<file path="config.mk">
export PLATFORM = sky130hd
export DESIGN_NAME = gzip_member_deframer
export DESIGN_NICKNAME = d
export VERILOG_FILES = /design/src/design/gzmd_pkg.sv /design/src/design/gzmd_front.sv /design/src/design/gzmd_queue.sv /design/src/design/gzmd_back.sv /design/src/design/gzip_member_deframer.sv
export SDC_FILE = /design/constraint.sdc
export NUM_CORES = 1
export LEC_CHECK = 0
export BUFFER_PORTS_ARGS = -buffer_cell sky130_fd_sc_hd__buf_2
export CAP_MARGIN = 20
export CORE_UTILIZATION = 61
export CTS_CLUSTER_SIZE = 16
export DETAILED_ROUTE_END_ITERATION = 7
export GPL_TIMING_DRIVEN = 0
export MAX_ROUTING_LAYER = met4
export PLACE_DENSITY = 0.79
export SYNTH_ARGS = -nofsm -noshare
export SYNTH_HDL_FRONTEND = slang
export SYNTH_SLANG_ARGS = --single-unit
</file>
<file path="constraint.sdc">
create_clock -name i_clk -period 10.7 [get_ports i_clk]
set_clock_uncertainty 0.05 [all_clocks]
set_input_delay 2.14 -clock i_clk [delete_from_list [all_inputs] [get_ports i_clk]]
set_output_delay 2.14 -clock i_clk [all_outputs]
set_load 0.03 [all_outputs]
</file>
<file path="src/design/gzmd_pkg.sv">
// shared types, constants and helpers of the gzip member deframer
package gzmd_pkg;

    // gzip header constants
    localparam logic [7:0] ID1_VAL      = 8'd31;
    localparam logic [7:0] ID2_VAL      = 8'd139;
    localparam logic [7:0] CM_DEFLATE   = 8'd8;
    localparam logic [7:0] FLG_RESERVED = 8'he0;
    localparam logic [4:0] FLG_HCRC     = 5'(1 << 1);
    localparam logic [4:0] FLG_EXTRA    = 5'(1 << 2);
    localparam logic [4:0] FLG_NAME     = 5'(1 << 3);
    localparam logic [4:0] FLG_COMMENT  = 5'(1 << 4);

    // minimum file length, delay line size and fixed header part lengths
    localparam int MIN_FILE   = 18;
    localparam int TAIL_DEPTH = 8;
    localparam int FILL_W     = $clog2(TAIL_DEPTH + 1);
    localparam logic [15:0] FIXED_LEN = 16'd6;
    localparam logic [15:0] HCRC_LEN  = 16'd2;

    // queue between front and back
    localparam int QUEUE_DEPTH = 2;

    // status codes
    localparam logic [1:0] ST_OK          = 2'd0;
    localparam logic [1:0] ST_CORRUPT     = 2'd1;
    localparam logic [1:0] ST_UNSUPPORTED = 2'd2;

    // result kinds
    localparam logic KIND_PAYLOAD = 1'b0;
    localparam logic KIND_REPORT  = 1'b1;

    // optional header part to start searching from
    localparam logic [1:0] STG_EXTRA   = 2'd0;
    localparam logic [1:0] STG_NAME    = 2'd1;
    localparam logic [1:0] STG_COMMENT = 2'd2;
    localparam logic [1:0] STG_HCRC    = 2'd3;

    // header parse phases
    typedef enum logic [3:0] {
        PH_ID1,
        PH_ID2,
        PH_CM,
        PH_FLG,
        PH_FIXED,
        PH_XLEN0,
        PH_XLEN1,
        PH_EXTRA,
        PH_NAME,
        PH_COMMENT,
        PH_HCRC,
        PH_DATA,
        PH_REJECT
    } t_phase;

    // one queued job: an optional payload byte and an optional report
    typedef struct packed {
        logic        has_pay;
        logic [7:0]  pay;
        logic        has_rep;
        logic [1:0]  status;
        logic [31:0] crc;
        logic [31:0] size;
    } t_entry;

    // next optional header part selected by the flags
    function automatic t_phase f_stage(input logic [1:0] stage, input logic [4:0] flags);
        t_phase ph;
        priority if (stage <= STG_EXTRA && (flags & FLG_EXTRA) != 5'd0) begin
            ph = PH_XLEN0;
        end else if (stage <= STG_NAME && (flags & FLG_NAME) != 5'd0) begin
            ph = PH_NAME;
        end else if (stage <= STG_COMMENT && (flags & FLG_COMMENT) != 5'd0) begin
            ph = PH_COMMENT;
        end else if ((flags & FLG_HCRC) != 5'd0) begin
            ph = PH_HCRC;
        end else begin
            ph = PH_DATA;
        end
        return ph;
    endfunction

endpackage

</file>
<file path="src/design/gzmd_front.sv">
// front part: header parser, byte counter and footer delay line
module gzmd_front import gzmd_pkg::*; #(
    parameter int COUNT_WIDTH = 32
) (
    input  logic       i_clk,
    input  logic       i_rst_n,
    input  logic       i_valid,
    output logic       o_ready,
    input  logic [7:0] i_byte,
    input  logic       i_final,
    input  logic       i_q_full,
    output logic       o_push,
    output t_entry     o_entry
);

    t_phase                 r_phase, n_phase;
    logic [15:0]            r_count, n_count;
    logic [4:0]             r_flags, n_flags;
    logic [7:0]             r_xlen_low, n_xlen_low;
    logic [COUNT_WIDTH-1:0] r_bytes, n_bytes;
    logic                   r_id_bad, n_id_bad;
    logic                   r_unsup, n_unsup;
    logic [FILL_W-1:0]      r_fill, n_fill;
    logic [7:0]             r_tail [TAIL_DEPTH];
    logic                   w_accept;
    logic                   w_emit;

    assign o_ready  = !i_q_full;
    assign w_accept = i_valid && o_ready;
    assign w_emit   = r_bytes >= COUNT_WIDTH'(TAIL_DEPTH) && r_fill >= FILL_W'(TAIL_DEPTH);
    assign o_push   = w_accept && (w_emit || i_final);

    // parse state update and job build
    always_comb begin
        logic [1:0]  v_status;
        logic [31:0] v_crc;
        logic [31:0] v_size;
        n_phase    = r_phase;
        n_count    = r_count;
        n_flags    = r_flags;
        n_xlen_low = r_xlen_low;
        n_bytes    = r_bytes;
        n_id_bad   = r_id_bad;
        n_unsup    = r_unsup;
        n_fill     = r_fill;
        v_status   = ST_OK;
        v_crc      = '0;
        v_size     = '0;
        if (w_accept) begin
            if (r_bytes != '1) begin
                n_bytes = r_bytes + COUNT_WIDTH'(1);
            end
            if (r_phase == PH_DATA) begin
                if (r_fill < FILL_W'(TAIL_DEPTH)) begin
                    n_fill = r_fill + FILL_W'(1);
                end
            end else begin
                unique case (r_phase)
                    PH_ID1: begin
                        if (i_byte != ID1_VAL) begin
                            n_id_bad = 1'b1;
                            n_phase  = PH_REJECT;
                        end else begin
                            n_phase = PH_ID2;
                        end
                    end
                    PH_ID2: begin
                        if (i_byte != ID2_VAL) begin
                            n_id_bad = 1'b1;
                            n_phase  = PH_REJECT;
                        end else begin
                            n_phase = PH_CM;
                        end
                    end
                    PH_CM: begin
                        if (i_byte != CM_DEFLATE) begin
                            n_unsup = 1'b1;
                            n_phase = PH_REJECT;
                        end else begin
                            n_phase = PH_FLG;
                        end
                    end
                    PH_FLG: begin
                        if ((i_byte & FLG_RESERVED) != 8'd0) begin
                            n_unsup = 1'b1;
                            n_phase = PH_REJECT;
                        end else begin
                            n_flags = i_byte[4:0];
                            n_count = FIXED_LEN;
                            n_phase = PH_FIXED;
                        end
                    end
                    PH_FIXED, PH_EXTRA, PH_HCRC: begin
                        n_count = r_count - 16'd1;
                        if (n_count == 16'd0) begin
                            unique case (r_phase)
                                PH_FIXED: n_phase = f_stage(STG_EXTRA, r_flags);
                                PH_EXTRA: n_phase = f_stage(STG_NAME, r_flags);
                                default:  n_phase = PH_DATA;
                            endcase
                        end
                    end
                    PH_XLEN0: begin
                        n_xlen_low = i_byte;
                        n_phase    = PH_XLEN1;
                    end
                    PH_XLEN1: begin
                        n_count = {i_byte, r_xlen_low};
                        if (n_count == 16'd0) begin
                            n_phase = f_stage(STG_NAME, r_flags);
                        end else begin
                            n_phase = PH_EXTRA;
                        end
                    end
                    PH_NAME: begin
                        if (i_byte == 8'd0) begin
                            n_phase = f_stage(STG_COMMENT, r_flags);
                        end
                    end
                    PH_COMMENT: begin
                        if (i_byte == 8'd0) begin
                            n_phase = f_stage(STG_HCRC, r_flags);
                        end
                    end
                    default: begin
                    end
                endcase
                // header crc skip starts with its own length
                if (n_phase == PH_HCRC && r_phase != PH_HCRC) begin
                    n_count = HCRC_LEN;
                end
            end

            // end of file report
            if (i_final) begin
                priority if (n_bytes < COUNT_WIDTH'(MIN_FILE) || n_id_bad) begin
                    v_status = ST_CORRUPT;
                end else if (n_unsup) begin
                    v_status = ST_UNSUPPORTED;
                end else if (n_phase != PH_DATA || n_fill < FILL_W'(TAIL_DEPTH)) begin
                    v_status = ST_CORRUPT;
                end else begin
                    v_status = ST_OK;
                end
                if (n_bytes >= COUNT_WIDTH'(TAIL_DEPTH)) begin
                    v_crc  = {r_tail[4], r_tail[3], r_tail[2], r_tail[1]};
                    v_size = {i_byte, r_tail[7], r_tail[6], r_tail[5]};
                end
                n_phase    = PH_ID1;
                n_count    = '0;
                n_flags    = '0;
                n_xlen_low = '0;
                n_bytes    = '0;
                n_id_bad   = 1'b0;
                n_unsup    = 1'b0;
                n_fill     = '0;
            end
        end
        o_entry.has_pay = w_emit;
        o_entry.pay     = r_tail[0];
        o_entry.has_rep = i_final;
        o_entry.status  = v_status;
        o_entry.crc     = v_crc;
        o_entry.size    = v_size;
    end

    // control registers
    always_ff @(posedge i_clk) begin
        if (!i_rst_n) begin
            r_phase    <= PH_ID1;
            r_count    <= '0;
            r_flags    <= '0;
            r_xlen_low <= '0;
            r_bytes    <= '0;
            r_id_bad   <= 1'b0;
            r_unsup    <= 1'b0;
            r_fill     <= '0;
        end else begin
            r_phase    <= n_phase;
            r_count    <= n_count;
            r_flags    <= n_flags;
            r_xlen_low <= n_xlen_low;
            r_bytes    <= n_bytes;
            r_id_bad   <= n_id_bad;
            r_unsup    <= n_unsup;
            r_fill     <= n_fill;
        end
    end

    // footer delay line
    always_ff @(posedge i_clk) begin
        if (w_accept) begin
            for (int i = 0; i < TAIL_DEPTH - 1; i++) begin
                r_tail[i] <= r_tail[i+1];
            end
            r_tail[TAIL_DEPTH-1] <= i_byte;
        end
    end

    // payload phase only after a clean id and method
    a_data_clean: assert property (@(posedge i_clk) disable iff (!i_rst_n)
        r_phase == PH_DATA |-> !r_id_bad && !r_unsup)
        else $error("payload phase reached with a rejected header");

    // fill count never passes the line depth
    a_fill_range: assert property (@(posedge i_clk) disable iff (!i_rst_n)
        r_fill <= FILL_W'(TAIL_DEPTH))
        else $error("delay line fill count out of range");

endmodule

</file>
<file path="src/design/gzmd_queue.sv">
// short job queue between the front and back parts
module gzmd_queue import gzmd_pkg::*; (
    input  logic   i_clk,
    input  logic   i_rst_n,
    input  logic   i_push,
    input  t_entry i_entry,
    output logic   o_full,
    input  logic   i_pop,
    output logic   o_empty,
    output t_entry o_head
);

    localparam int PTR_W = (QUEUE_DEPTH > 1) ? $clog2(QUEUE_DEPTH) : 1;
    localparam int CNT_W = $clog2(QUEUE_DEPTH + 1);

    t_entry           r_mem [QUEUE_DEPTH];
    logic [PTR_W-1:0] r_wr_ptr, r_rd_ptr;
    logic [CNT_W-1:0] r_count;
    logic             w_push, w_pop;

    assign o_full  = r_count == CNT_W'(QUEUE_DEPTH);
    assign o_empty = r_count == '0;
    assign o_head  = r_mem[r_rd_ptr];
    assign w_push  = i_push && !o_full;
    assign w_pop   = i_pop && !o_empty;

    // entry storage
    always_ff @(posedge i_clk) begin
        if (w_push) begin
            r_mem[r_wr_ptr] <= i_entry;
        end
    end

    // pointers and count
    always_ff @(posedge i_clk) begin
        if (!i_rst_n) begin
            r_wr_ptr <= '0;
            r_rd_ptr <= '0;
            r_count  <= '0;
        end else begin
            if (w_push) begin
                r_wr_ptr <= (r_wr_ptr == PTR_W'(QUEUE_DEPTH - 1)) ? '0 : r_wr_ptr + PTR_W'(1);
            end
            if (w_pop) begin
                r_rd_ptr <= (r_rd_ptr == PTR_W'(QUEUE_DEPTH - 1)) ? '0 : r_rd_ptr + PTR_W'(1);
            end
            r_count <= r_count + CNT_W'(w_push) - CNT_W'(w_pop);
        end
    end

    // the front never pushes into a full queue
    a_no_overflow: assert property (@(posedge i_clk) disable iff (!i_rst_n)
        i_push |-> !o_full)
        else $error("push into full job queue");

endmodule

</file>
<file path="src/design/gzmd_back.sv">
// back part: turns queued jobs into result items in an output register
module gzmd_back import gzmd_pkg::*; (
    input  logic        i_clk,
    input  logic        i_rst_n,
    input  logic        i_empty,
    input  t_entry      i_head,
    output logic        o_pop,
    output logic        o_valid,
    input  logic        i_ready,
    output logic        o_kind,
    output logic [79:0] o_data,
    output logic        o_last
);

    logic        r_valid, n_valid;
    logic        r_sub, n_sub;
    logic        r_kind, n_kind;
    logic [79:0] r_data, n_data;
    logic        r_last, n_last;
    logic        w_load;

    assign w_load  = !r_valid || i_ready;
    assign o_valid = r_valid;
    assign o_kind  = r_kind;
    assign o_data  = r_data;
    assign o_last  = r_last;

    // pick the next result from the head job
    always_comb begin
        n_valid = r_valid;
        n_sub   = r_sub;
        n_kind  = r_kind;
        n_data  = r_data;
        n_last  = r_last;
        o_pop   = 1'b0;
        if (w_load) begin
            n_valid = !i_empty;
            if (!i_empty) begin
                if (i_head.has_pay && !r_sub) begin
                    n_kind = KIND_PAYLOAD;
                    n_data = {72'd0, i_head.pay};
                    n_last = !i_head.has_rep;
                    n_sub  = i_head.has_rep;
                    o_pop  = !i_head.has_rep;
                end else begin
                    n_kind = KIND_REPORT;
                    n_data = {6'd0, i_head.size, i_head.crc, i_head.status, 8'd0};
                    n_last = 1'b1;
                    n_sub  = 1'b0;
                    o_pop  = 1'b1;
                end
            end
        end
    end

    // control registers
    always_ff @(posedge i_clk) begin
        if (!i_rst_n) begin
            r_valid <= 1'b0;
            r_sub   <= 1'b0;
        end else begin
            r_valid <= n_valid;
            r_sub   <= n_sub;
        end
    end

    // output payload register
    always_ff @(posedge i_clk) begin
        r_kind <= n_kind;
        r_data <= n_data;
        r_last <= n_last;
    end

    // a half-sent job is still at the head and carries both parts
    a_sub_head: assert property (@(posedge i_clk) disable iff (!i_rst_n)
        r_sub |-> !i_empty && i_head.has_pay && i_head.has_rep)
        else $error("split job lost from queue head");

    // a report always closes the run of its item
    a_report_last: assert property (@(posedge i_clk) disable iff (!i_rst_n)
        r_valid && r_kind == KIND_REPORT |-> r_last)
        else $error("report item without end of run");

endmodule

</file>
<file path="src/design/gzip_member_deframer.sv">
// top level of the gzip member deframer
//
//  port group   dir  tdata / tuser / tlast
//  s_axis       in   tdata[7:0] data byte, tlast final byte of file
//  m_axis       out  tdata payload/status/crc/size, tuser item kind, tlast end of run
//
//  one input item per cycle while the job queue is not full; a payload byte leaves
//  8 input items after it entered; the final byte of a file that also pushes out a
//  payload byte gives two results, the payload item first and then the report
//  a result passes from the job queue, written when its input byte is accepted,
//  to the output register
//  synchronous active-low reset clears the parser, counters, queue and output valid
//  a two-job queue lets the output stall without stopping input while it has room
module gzip_member_deframer import gzmd_pkg::*; #(
    parameter int COUNT_WIDTH = 32
) (
    input  logic        i_clk,
    input  logic        i_rst_n,
    input  logic        s_axis_tvalid,
    output logic        s_axis_tready,
    input  logic [7:0]  s_axis_tdata,   // [7:0] data_byte
    input  logic        s_axis_tlast,   // final_byte
    output logic        m_axis_tvalid,
    input  logic        m_axis_tready,
    output logic [79:0] m_axis_tdata,   // [7:0] payload_byte, [9:8] status_code,
                                        // [41:10] footer_crc, [73:42] footer_size, zero pad
    output logic        m_axis_tuser,   // item_kind
    output logic        m_axis_tlast    // end_of_run
);

    logic   w_push, w_full, w_pop, w_empty;
    t_entry w_entry, w_head;

    // header parsing and delay line
    gzmd_front #(
        .COUNT_WIDTH (COUNT_WIDTH)
    ) u_front (
        .i_clk    (i_clk),
        .i_rst_n  (i_rst_n),
        .i_valid  (s_axis_tvalid),
        .o_ready  (s_axis_tready),
        .i_byte   (s_axis_tdata),
        .i_final  (s_axis_tlast),
        .i_q_full (w_full),
        .o_push   (w_push),
        .o_entry  (w_entry)
    );

    // job queue
    gzmd_queue u_queue (
        .i_clk   (i_clk),
        .i_rst_n (i_rst_n),
        .i_push  (w_push),
        .i_entry (w_entry),
        .o_full  (w_full),
        .i_pop   (w_pop),
        .o_empty (w_empty),
        .o_head  (w_head)
    );

    // result output
    gzmd_back u_back (
        .i_clk   (i_clk),
        .i_rst_n (i_rst_n),
        .i_empty (w_empty),
        .i_head  (w_head),
        .o_pop   (w_pop),
        .o_valid (m_axis_tvalid),
        .i_ready (m_axis_tready),
        .o_kind  (m_axis_tuser),
        .o_data  (m_axis_tdata),
        .o_last  (m_axis_tlast)
    );

endmodule

</file>
==> flow_summary.toml, run 1 <==
[placement]
io_buffers = 90
dp_hpwl_um = 27100
place_area_mm2 = 0.0176
place.gp.congestion = 0.950

[drt]
avgRoutedWirePerCell_um = 20.9
routed_wl_um = 38300
dr.pass1.iters = 8
vias = 11100
via_per_inst = 6.04
drtIter0Drc = 951
drc_errors = 9
ant_nets = 0

[clocking]
cts.sinks = 369
clockBufferDepth = 3
cts-root-buf = "clkbuf_16"
ctsHoldBuffers = 0
insertion_delay_ns = 0.52
cts_tree = "built"
postCtsSetupBuffers = 0
cts_buffers = 38
clkSlewWorstSetupHoldPaths_ns = 0.06
h-tree-depth = 2
cts.repair.resized = 0

[final_layout]
area_growth_syn_to_layout_pct = 13.8
layout.nets = 1495
drive_gt1_share_pct = 18.8
diodes = 0
fill_cells = 1823
design_area_mm2 = 0.0188

[timing]
fin_crit_ns = 5.22
setup_viol = 0
hold_viol = 0
fin_setup_tns_ns = 0
fmax_ghz = 0.192
relSlewSlack_pct = 27.9
rsz0062_at_grt = "false"
hold_ws_ns = 0.396
finalCritPeriodShare_pct = 48.7
worstMarginPinSlew_ns = 1.08
slew_viol_final = 0

[setup_path]
critPathMaxFanout = 10
crit_path_end_kind = "flop"
r2r_slack_ns = 6.43
critical_path_class = "in -> reg"
cp.arrival_ns = 5.61
crit_required_ns = 11.10
cp-start-kind = "input port"

[die]
start_util_pct = 62.7
dieHeight_um = 166
rows = 59
core-area_mm2 = 0.0263
dieArea_mm2 = 0.0277
die_w_um = 166
ioPinCount = 97

[logic_synthesis]
synth-adder-area-share_pct = 0.608
synthFlopType = "edfxtp_1"
synth_compound_area_share_pct = 10.1
synth-edff-count = 292
async_reset_ff_share_pct = 0
synth.most_common_cell = "edfxtp_1"
ys_warn_count = 0
synth_top_family_by_area = "simple AND/OR/NAND/NOR gates"
ys_ff_latch = 369
synth_cells = 1327
seq_area_frac_synth_pct = 62.6
muxShareOfSynthArea_pct = 5.33
netlist_area_mm2 = 0.0165
yosys.area_share.simple_pct = 16.7
synthTopCellsByArea = "edfxtp_1 53%, dfxtp_1 9.4%, mux2i_1 5.1%, and2_4 3.2%, nor2_1 3.0%"
synthXorXnorAreaFrac_pct = 1.28
yosys-top-cells-count = "292 x edfxtp_1, 130 x nor2_1, 84 x mux2i_1"
synth.distinct_cells = 89
yosysTopAreaCell = "edfxtp_1"
synth_area_per_cell_um2 = 12.4
synth_top_area_share_pct = 53.2

[grt]
grt_pass1_vias = 10800
antenna_found_initial = 0
grt_pass1_wl_um = 59900
grt-ovfl-total = 0
grt_max_degree = 69
track_usage_pct = 28.9

[power_and_ir_drop]
combPwrFrac_pct = 24.1
ir_drop_mv = 0.136
powerDensity_mw_per_mm2 = 228
p_seq_share_pct = 46.4
clkPwrFrac_pct = 29.4
p_leak_nw = 6.68
power.switching_mw = 1.37
netSwitchingFraction_pct = 32.1
internal_power_mw = 2.91

[run_status]
status = "finished, violations left"
failed_checks = "DRC"

[run]
maxCapViolCount = 0

[worst_hold_path]
hold_path_class = "reg -> reg"
==> final timing paths <==
path | from | endpoint | cells after the start
setup / recovery | s_axis_tdata[2] | u_front.r_count[10] | 12
hold / removal | u_front.r_tail[0][1] | u_queue.r_mem[1][68] | 0
setup reg to reg | u_front.r_bytes[22] | u_queue.r_mem[0][61] | 12
hold reg to reg | u_front.r_tail[0][1] | u_queue.r_mem[1][68] | 0
==> power groups by stage <==
stage                     logic [mW]  registers [mW]  clock network (mW)
after global placement         0.981            2.04                   0
after detailed placement        1.04            2.02                   0
final                           1.03            1.99                1.26
after floorplan                0.387            2.34                   0
after CTS                       1.04            1.99                1.28
after global routing            1.10            2.02                1.34
==> state kept, by name, summed over array words and instances (netlist names), 2 cells and up, named ones only <==
name                count
u_front.r_count        16
u_queue.r_count         2
u_back.o_data          74
u_front.r_fill          4
u_front.r_tail         64
u_front.r_bytes        32
u_front.r_xlen_low      8
u_front.r_phase         4
u_front.r_flags         4
u_queue.r_mem         152
==> metrics by stage <==
| step | worst slack (ns) | util [%] | instances | power, mW |
|---|---|---|---|---|
| finish | 5.48 | 71.4 | 1837 | 4.28 |
| detailed placement | 5.11 | 66.8 | 1769 | 3.06 |
| global placement | -0.990 | 66.1 | 1757 | 3.02 |
| global route | 5.38 | 71.4 | 1837 | 4.45 |
| floorplan | 2.25 | - | 1332 | 2.72 |
| CTS | 5.62 | 71.4 | 1837 | 4.31 |
==> metal layers <==
metal	global-route usage, %	up-vias	part of all wire, %
met2	48.6	374	50
met1	35.9	5420	42
met4	9.42	0	2.7
met3	4.50	83	5.7
li1	-	5223	-
met5	-	-	0
==> cell usage in the layout (no fill, tap or decap), types with 39 or more instances in the layout <==
cell,instances
edfxtp_1,292
nor2_1,129
buf_2,103
mux2i_1,84
dfxtp_1,77
o21ai_0,73
nand2_1,69
and2_4,61
clkbuf_1,54
clkbuf_16,39
==> critical path, stage by stage <==
cell       delay (ns)
buf_2            0.13
buf_4            0.18
or4_1            0.61
nor3_1           0.32
a31oi_1          0.24
o31ai_1          0.31
nand2_1          0.10
nor3b_1          0.56
nand4bb_1        0.34
nand2_1          0.24
buf_4            0.22
mux2i_1          0.20
==> cell families after synthesis <==
| kind of cell | Yosys count |
|---|---|
| fa+ha+maj | 8 |
| simple gates | 478 |
| mux | 87 |
| flops | 369 |
| other cells | 1 |
| xor+xnor | 24 |
| compound gates | 243 |
| buf+inv | 117 |
==> layout make-up <==
type | instances | area (um^2) | area share, %
Timing Repair Buffer | 102 | 636 | 3.39
Buffer | 93 | 483 | 2.58
Clock inverter | 19 | 164 | 0.874
Tap cell | 335 | 419 | 2.23
Multi-Input combinational cell | 846 | 5630 | 30.0
Inverter | 24 | 90.1 | 0.480
Clock buffer | 49 | 1020 | 5.46
Sequential cell | 369 | 10300 | 55.0
No activity file was read; power rests on OpenSTA's default activity.
==> inputs of run 2 (changes only) <==
==> constraint.sdc (replaced) <==
create_clock -name i_clk -period 5.4 [get_ports i_clk]
set_clock_uncertainty 0.05 [all_clocks]
set_input_delay 1.08 -clock i_clk [delete_from_list [all_inputs] [get_ports i_clk]]
set_output_delay 1.08 -clock i_clk [all_outputs]
set_load 0.03 [all_outputs]
==> run 2 against run 1 <==
Compared with the run above: critical endpoint is now u_queue.r_mem[0][37]; count of clock-buffer cells in the layout rose by 1; cell count shrank 0.44%; hold slack lost 0.0025 ns; sequential share of layout area about the same; via count about the same; setup slack got worse by 4.5 ns; critical path depth is the same; die area stayed put; global-route usage increased by 0.47 points; clock power increased by 98%; the flow still finishes with violations (DRC); largest cell class unchanged.
==> flow_summary.toml, run 2 (synthesis gave the netlist of run 1 again) <==
[clocking]
clockBufferDepth = 3
h-tree-depth = 2
cts-root-buf = "clkbuf_16"
ctsHoldBuffers = 0
postCtsSetupBuffers = 0
cts.repair.resized = 0
cts_buffers = 37
insertion_delay_ns = 0.54
cts_tree = "built"
cts.sinks = 369
clkSlewWorstSetupHoldPaths_ns = 0.06

[drt]
routed_wl_um = 39000
drc_errors = 11
via_per_inst = 6.07
avgRoutedWirePerCell_um = 21.3
drtIter0Drc = 871
dr.pass1.iters = 7
ant_nets = 0
vias = 11100

[timing]
hold_viol = 0
setup_viol = 0
hold_ws_ns = 0.394
rsz0062_at_grt = "false"
relSlewSlack_pct = 29.9
fin_crit_ns = 4.40
finalCritPeriodShare_pct = 81.4
fmax_ghz = 0.227
worstMarginPinSlew_ns = 1.05
slew_viol_final = 0

[die]
rows = 59
dieHeight_um = 166
dieArea_mm2 = 0.0277
start_util_pct = 62.7
ioPinCount = 97
die_w_um = 166
core-area_mm2 = 0.0263

[setup_path]
cp.arrival_ns = 4.64
critPathMaxFanout = 10
crit_path_end_kind = "flop"
cp-start-kind = "flop"
startpoint = "u_front.r_bytes[22]"
reg2reg_from = "u_front.r_bytes[22]"
critical_path_class = "reg -> reg"
crit_required_ns = 5.64

[power_and_ir_drop]
p_leak_nw = 6.67
powerDensity_mw_per_mm2 = 452
ir_drop_mv = 0.280

[final_layout]
final_cell_mix = "292 x edfxtp_1, 129 x nor2_1, 103 x buf_2"
multiInputGateArea_mm2 = 0.00564
top_register = "u_queue.r_mem"
fill_cells = 1833
layout.nets = 1491
area_growth_syn_to_layout_pct = 13.8
layoutNonFillerInstCount = 1829
diodes = 0
largest_reg_flops = 152
final_common_cell = "edfxtp_1"
regArea_mm2 = 0.0103
drive_gt1_share_pct = 18.5
utilization_pct = 71.3

[grt]
track_usage_pct = 29.4
grt_pass1_wl_um = 60800
antenna_found_initial = 0
grt_pass1_vias = 10900
grt_max_degree = 69
grt-ovfl-total = 0

[placement]
place.gp.congestion = 0.931
io_buffers = 90
dp_hpwl_um = 27400
placed_cells_incl_taps = 1766

[run_status]
status = "finished, violations left"
failed_checks = "DRC"

[worst_hold_path]
min_from = "u_front.r_tail[1][7]"
hold_path_class = "reg -> reg"

[run]
maxCapViolCount = 0
==> run 2: cell count changes in the layout (fill, tap and decap cells not counted), moves of 2 or more <==
| cell | previous run | this run |
|---|---|---|
| clkinv_1 | 10 | 6 |
| clkbuf_1 | 54 | 56 |
| buf_16 | 2 | 4 |
| buf_6 | 15 | 7 |
| buf_8 | 0 | 3 |
| clkinvlp_4 | 3 | 0 |
==> run 2: power by group <==
group          switching [mW]  leakage [nW]  internal (mW)
registers               0.200          3.38           3.75
logic                    1.47          2.73          0.576
clock network            1.03         0.567           1.45
total                    2.71          6.67           5.78
==> run 2: area by class of cell <==
type                    instances  share of cell area [%]
multi-input cells             846                    30.1
plain buffers                  93                    2.58
clock inverters                13                   0.854
inverters                      24                   0.480
repair buffers                 99                    3.44
well taps                     335                    2.24
flip-flops and latches        369                    55.0
clock buffers                  50                    5.37
==> run 2: critical path: stages (launching register included) <==
cell and delay [ns]:
dfxtp_1 0.30, clkbuf_1 0.40, nand2_1 0.20, nor4_1 0.60
nand4_1 0.35, clkbuf_1 0.33, and3b_1 0.25, nor4_1 0.47
nand4_1 0.25, nor3b_2 0.29, a31oi_4 0.25, buf_6 0.24
and2_4 0.16
==> run 2: final timing paths <==
kind | end | slack (ns) | cells past startpoint
setup / recovery | u_queue.r_mem[0][37] | 1.00 | 12
hold reg to reg | u_front.r_tail[0][31] | 0.39 | 0
setup reg to reg | u_queue.r_mem[0][37] | 1.00 | 12
hold / removal | u_front.r_tail[0][31] | 0.39 | 0
==> run 2: per-layer routing <==
layer / part of all wire (%) / track usage [%] / up-vias
met4: 2.0 / 8.45 / 0
li1: - / - / 5209
met1: 42 / 36.6 / 5477
met2: 51 / 50.6 / 366
met3: 5.1 / 3.50 / 58
met5: 0 / - / -
==> run 2: metrics by stage <==
| step | TNS (ns) | cell area [um^2] | power (mW) | worst slack (ns) |
|---|---|---|---|---|
| 6_report | 0 | 18700 | 8.48 | 1.00 |
| 3_3_place_gp | -202.67 | 17400 | 5.96 | -1.76 |
| 2_1_floorplan | 0 | 16500 | 5.39 | 0.399 |
| 3_5_place_dp | 0 | 17600 | 6.06 | 0.852 |
| 5_1_grt | 0 | 18700 | 8.80 | 0.814 |
| 4_1_cts | 0 | 18700 | 8.54 | 1.15 |
==> inputs of run 3 (changes only) <==
--- a/config.mk
+++ b/config.mk
@@ -5,14 +5,15 @@
 export SDC_FILE = /design/constraint.sdc
 export NUM_CORES = 1
 export LEC_CHECK = 0
+export ABC_AREA = 1
 export BUFFER_PORTS_ARGS = -buffer_cell sky130_fd_sc_hd__buf_2
 export CAP_MARGIN = 20
-export CORE_UTILIZATION = 61
+export CORE_UTILIZATION = 55
 export CTS_CLUSTER_SIZE = 16
 export DETAILED_ROUTE_END_ITERATION = 7
 export GPL_TIMING_DRIVEN = 0
 export MAX_ROUTING_LAYER = met4
-export PLACE_DENSITY = 0.79
+export PLACE_DENSITY = 0.75
 export SYNTH_ARGS = -nofsm -noshare
 export SYNTH_HDL_FRONTEND = slang
 export SYNTH_SLANG_ARGS = --single-unit
==> constraint.sdc (replaced) <==
create_clock -name i_clk -period 3.9 [get_ports i_clk]
set_clock_uncertainty 0.05 [all_clocks]
set_input_delay 0.78 -clock i_clk [delete_from_list [all_inputs] [get_ports i_clk]]
set_output_delay 0.78 -clock i_clk [all_outputs]
set_load 0.03 [all_outputs]
==> run 3 against run 2 <==
Compared with the run above: the run now ends clean; critical endpoint is now u_queue.r_mem[1][40]; sequential cell count unchanged; critical path type unchanged; area after synthesis decreased by 1.6%; count of clock-buffer cells in the layout decreased by 2; cell count increased by 24%; wire length decreased by 9.5%; design area decreased by 0.87%; highest routed layer unchanged; sequential share of layout area increased by 0.48 points.
==> flow_summary.toml, run 3 <==
[die]
dieArea_mm2 = 0.0302
rows = 62
start_util_pct = 56.2
die_w_um = 174
dieHeight_um = 174
ioPinCount = 97
core-area_mm2 = 0.0289

[clocking]
cts.repair.resized = 0
h-tree-depth = 2
postCtsSetupBuffers = 0
clockBufferDepth = 3
clkSlewWorstSetupHoldPaths_ns = 0.06
cts-root-buf = "clkbuf_16"
cts_buffers = 38
ctsHoldBuffers = 0
insertion_delay_ns = 0.53
cts.sinks = 369
cts_tree = "built"

[logic_synthesis]
synth_top_area_share_pct = 54.1
netlist_area_mm2 = 0.0162
yosys-top-cells-count = "551 x nand2_1, 292 x edfxtp_1, 222 x inv_1"
ys_warn_count = 0
ys_ff_latch = 369
seq_area_frac_synth_pct = 63.6
yosysTopAreaCell = "edfxtp_1"
synth_area_per_cell_um2 = 9.42
yosys.area_share.simple_pct = 22.9
synthTopCellsByArea = "edfxtp_1 54%, nand2_1 13%, dfxtp_1 9.5%, inv_1 5.1%, nor2_1 3.5%"
synth_top_family_by_area = "simple AND/OR/NAND/NOR gates"
synthXorXnorAreaFrac_pct = 1.57
muxShareOfSynthArea_pct = 0
synthFlopType = "edfxtp_1"
synth-adder-area-share_pct = 0.618
synth.most_common_cell = "nand2_1"
synth_compound_area_share_pct = 3.95
synth.distinct_cells = 41
synth-edff-count = 292
synth_cells = 1720
async_reset_ff_share_pct = 0

[setup_path]
critPathMaxFanout = 10
startpoint = "u_front.r_bytes[0]"
cp-start-kind = "flop"
crit_required_ns = 4.12
r2r-end = "u_queue.r_mem[1][40]"
cp.arrival_ns = 3.73
critical_path_class = "reg -> reg"
crit_path_end_kind = "flop"
reg2reg_from = "u_front.r_bytes[0]"
r2r_cells = 17
r2r_slack_ns = 0.39
cp-endpoint = "u_queue.r_mem[1][40]"

[grt]
grt_max_degree = 44
grt_pass1_wl_um = 56400
grt_pass1_vias = 11100
grt-ovfl-total = 0
track_usage_pct = 24.5
antenna_found_initial = 0

[drt]
routed_wl_um = 35300
drc_errors = 0
top_layer = "met4"
ant_nets = 0
via_per_inst = 5.18
routedLengthMet1_um = 15000
dr_wl_met2_um = 17100
vias = 11800
avgRoutedWirePerCell_um = 15.5
dr_wl_met3_um = 2460
dr.pass1.iters = 7
drtIter0Drc = 972

[final_layout]
final_cell_mix = "551 x nand2_1, 292 x edfxtp_1, 221 x inv_1"
diodes = 0
design_area_mm2 = 0.0186
top_register = "u_queue.r_mem"
layout.nets = 1882
final_common_cell = "nand2_1"
largest_reg_flops = 152
area_growth_syn_to_layout_pct = 14.7
drive_gt1_share_pct = 11.3

[run_status]
status = "finished clean"

[timing]
worstMarginPinSlew_ns = 0.802
fin_crit_ns = 3.51
fin_ws_ns = 0.393
fmax_ghz = 0.285
setup_viol = 0
fin_setup_tns_ns = 0
rsz0062_at_grt = "false"
finalCritPeriodShare_pct = 89.9
slew_viol_final = 0
relSlewSlack_pct = 46.4
hold_viol = 0

[placement]
place.gp.congestion = 0.945
io_buffers = 89
dp_hpwl_um = 24700
dpl_worst_slack_ns = 0.00404
place_area_mm2 = 0.0173

[run]
maxCapViolCount = 0

[power_and_ir_drop]
ir_drop_mv = 0.445
p_leak_nw = 8.26
powerDensity_mw_per_mm2 = 675

[worst_hold_path]
hold_path_class = "reg -> reg"
whs_path_depth = 0
==> run 3: cell types whose count changed after synthesis, sizes merged, moves of 17 or more <==
cell / before / now
a22oi: 26 / 9
and2: 82 / 0
nor2: 130 / 165
a31oi: 22 / 1
o21ai: 73 / 24
a21oi: 29 / 71
a21boi: 17 / 0
mux2i: 84 / 0
nand2: 69 / 560
inv: 23 / 231
buf: 46 / 22
nor2b: 35 / 0
nand3: 25 / 106
==> run 3: logic make-up (layout without fill, tap and decap cells) <==
group                    count (synthesis)  in the layout
flip-flops                             369            369
other                                    1              6
XOR/XNOR                                29             29
AND/OR/NAND/NOR                        898            898
adder cells (fa/ha/maj)                  8              8
buffers and inverters                  300            465
AO/OA/AOI/OAI                          115            115
==> run 3: worst min-delay path by stage <==
stage,start,endpoint,slack (ns)
floorplan,u_front.r_tail[0][0],u_queue.r_mem[0][67],0.37
global placement,u_front.r_tail[0][5],u_queue.r_mem[0][72],0.38
detailed placement,u_front.r_tail[0][1],u_queue.r_mem[0][68],0.38
CTS,u_front.r_tail[0][3],u_queue.r_mem[1][70],0.40
global route,u_front.r_tail[0][3],u_queue.r_mem[0][70],0.40
finish,u_front.r_tail[0][3],u_queue.r_mem[1][70],0.40
==> run 3: layout make-up <==
class | count | area [um^2]
sequential | 369 | 10300
fill | 2346 | 10300
multi-input combinational | 1056 | 4760
clock buffer | 48 | 1030
inverter | 232 | 875
timing repair buffer | 96 | 593
tap | 384 | 480
buffer | 68 | 313
clock inverter | 21 | 228
==> run 3: stage by stage <==
step	hold slack, ns	power [mW]	cells	utilization (%)
floorplan	0.371	7.90	1725	-
global placement	0.379	8.84	2198	59.5
detailed placement	0.380	8.98	2205	60.0
CTS	0.397	12.6	2274	64.4
global route	0.401	13.1	2274	64.4
finish	0.399	12.5	2274	64.4
==> run 3: where the power goes <==
group	switching [mW]	internal, mW
registers	0.242	5.22
logic	2.58	0.858
clock network	1.49	2.15
==> run 3: worst max-delay path, stage by stage, from the launching register on <==
cell,delay [ns]
dfxtp_1,0.35
ha_1,0.25
inv_1,0.12
nor3_2,0.07
nand2_1,0.16
inv_2,0.04
nand3_1,0.11
inv_1,0.06
nand2_2,0.15
buf_2,0.31
nand2_1,0.11
nor3_1,0.33
nand4_1,0.15
nor2_1,0.21
nand3_2,0.30
buf_2,0.31
nand3_1,0.10
inv_1,0.08
==> run 3: per-layer routing <==
| metal | vias to the layer above | global-route usage (%) |
|---|---|---|
| li1 | 5853 | - |
| met1 | 5455 | 31.3 |
| met2 | 408 | 40.2 |
| met3 | 59 | 4.14 |
| met4 | 0 | 7.38 |
| met5 | - | - |
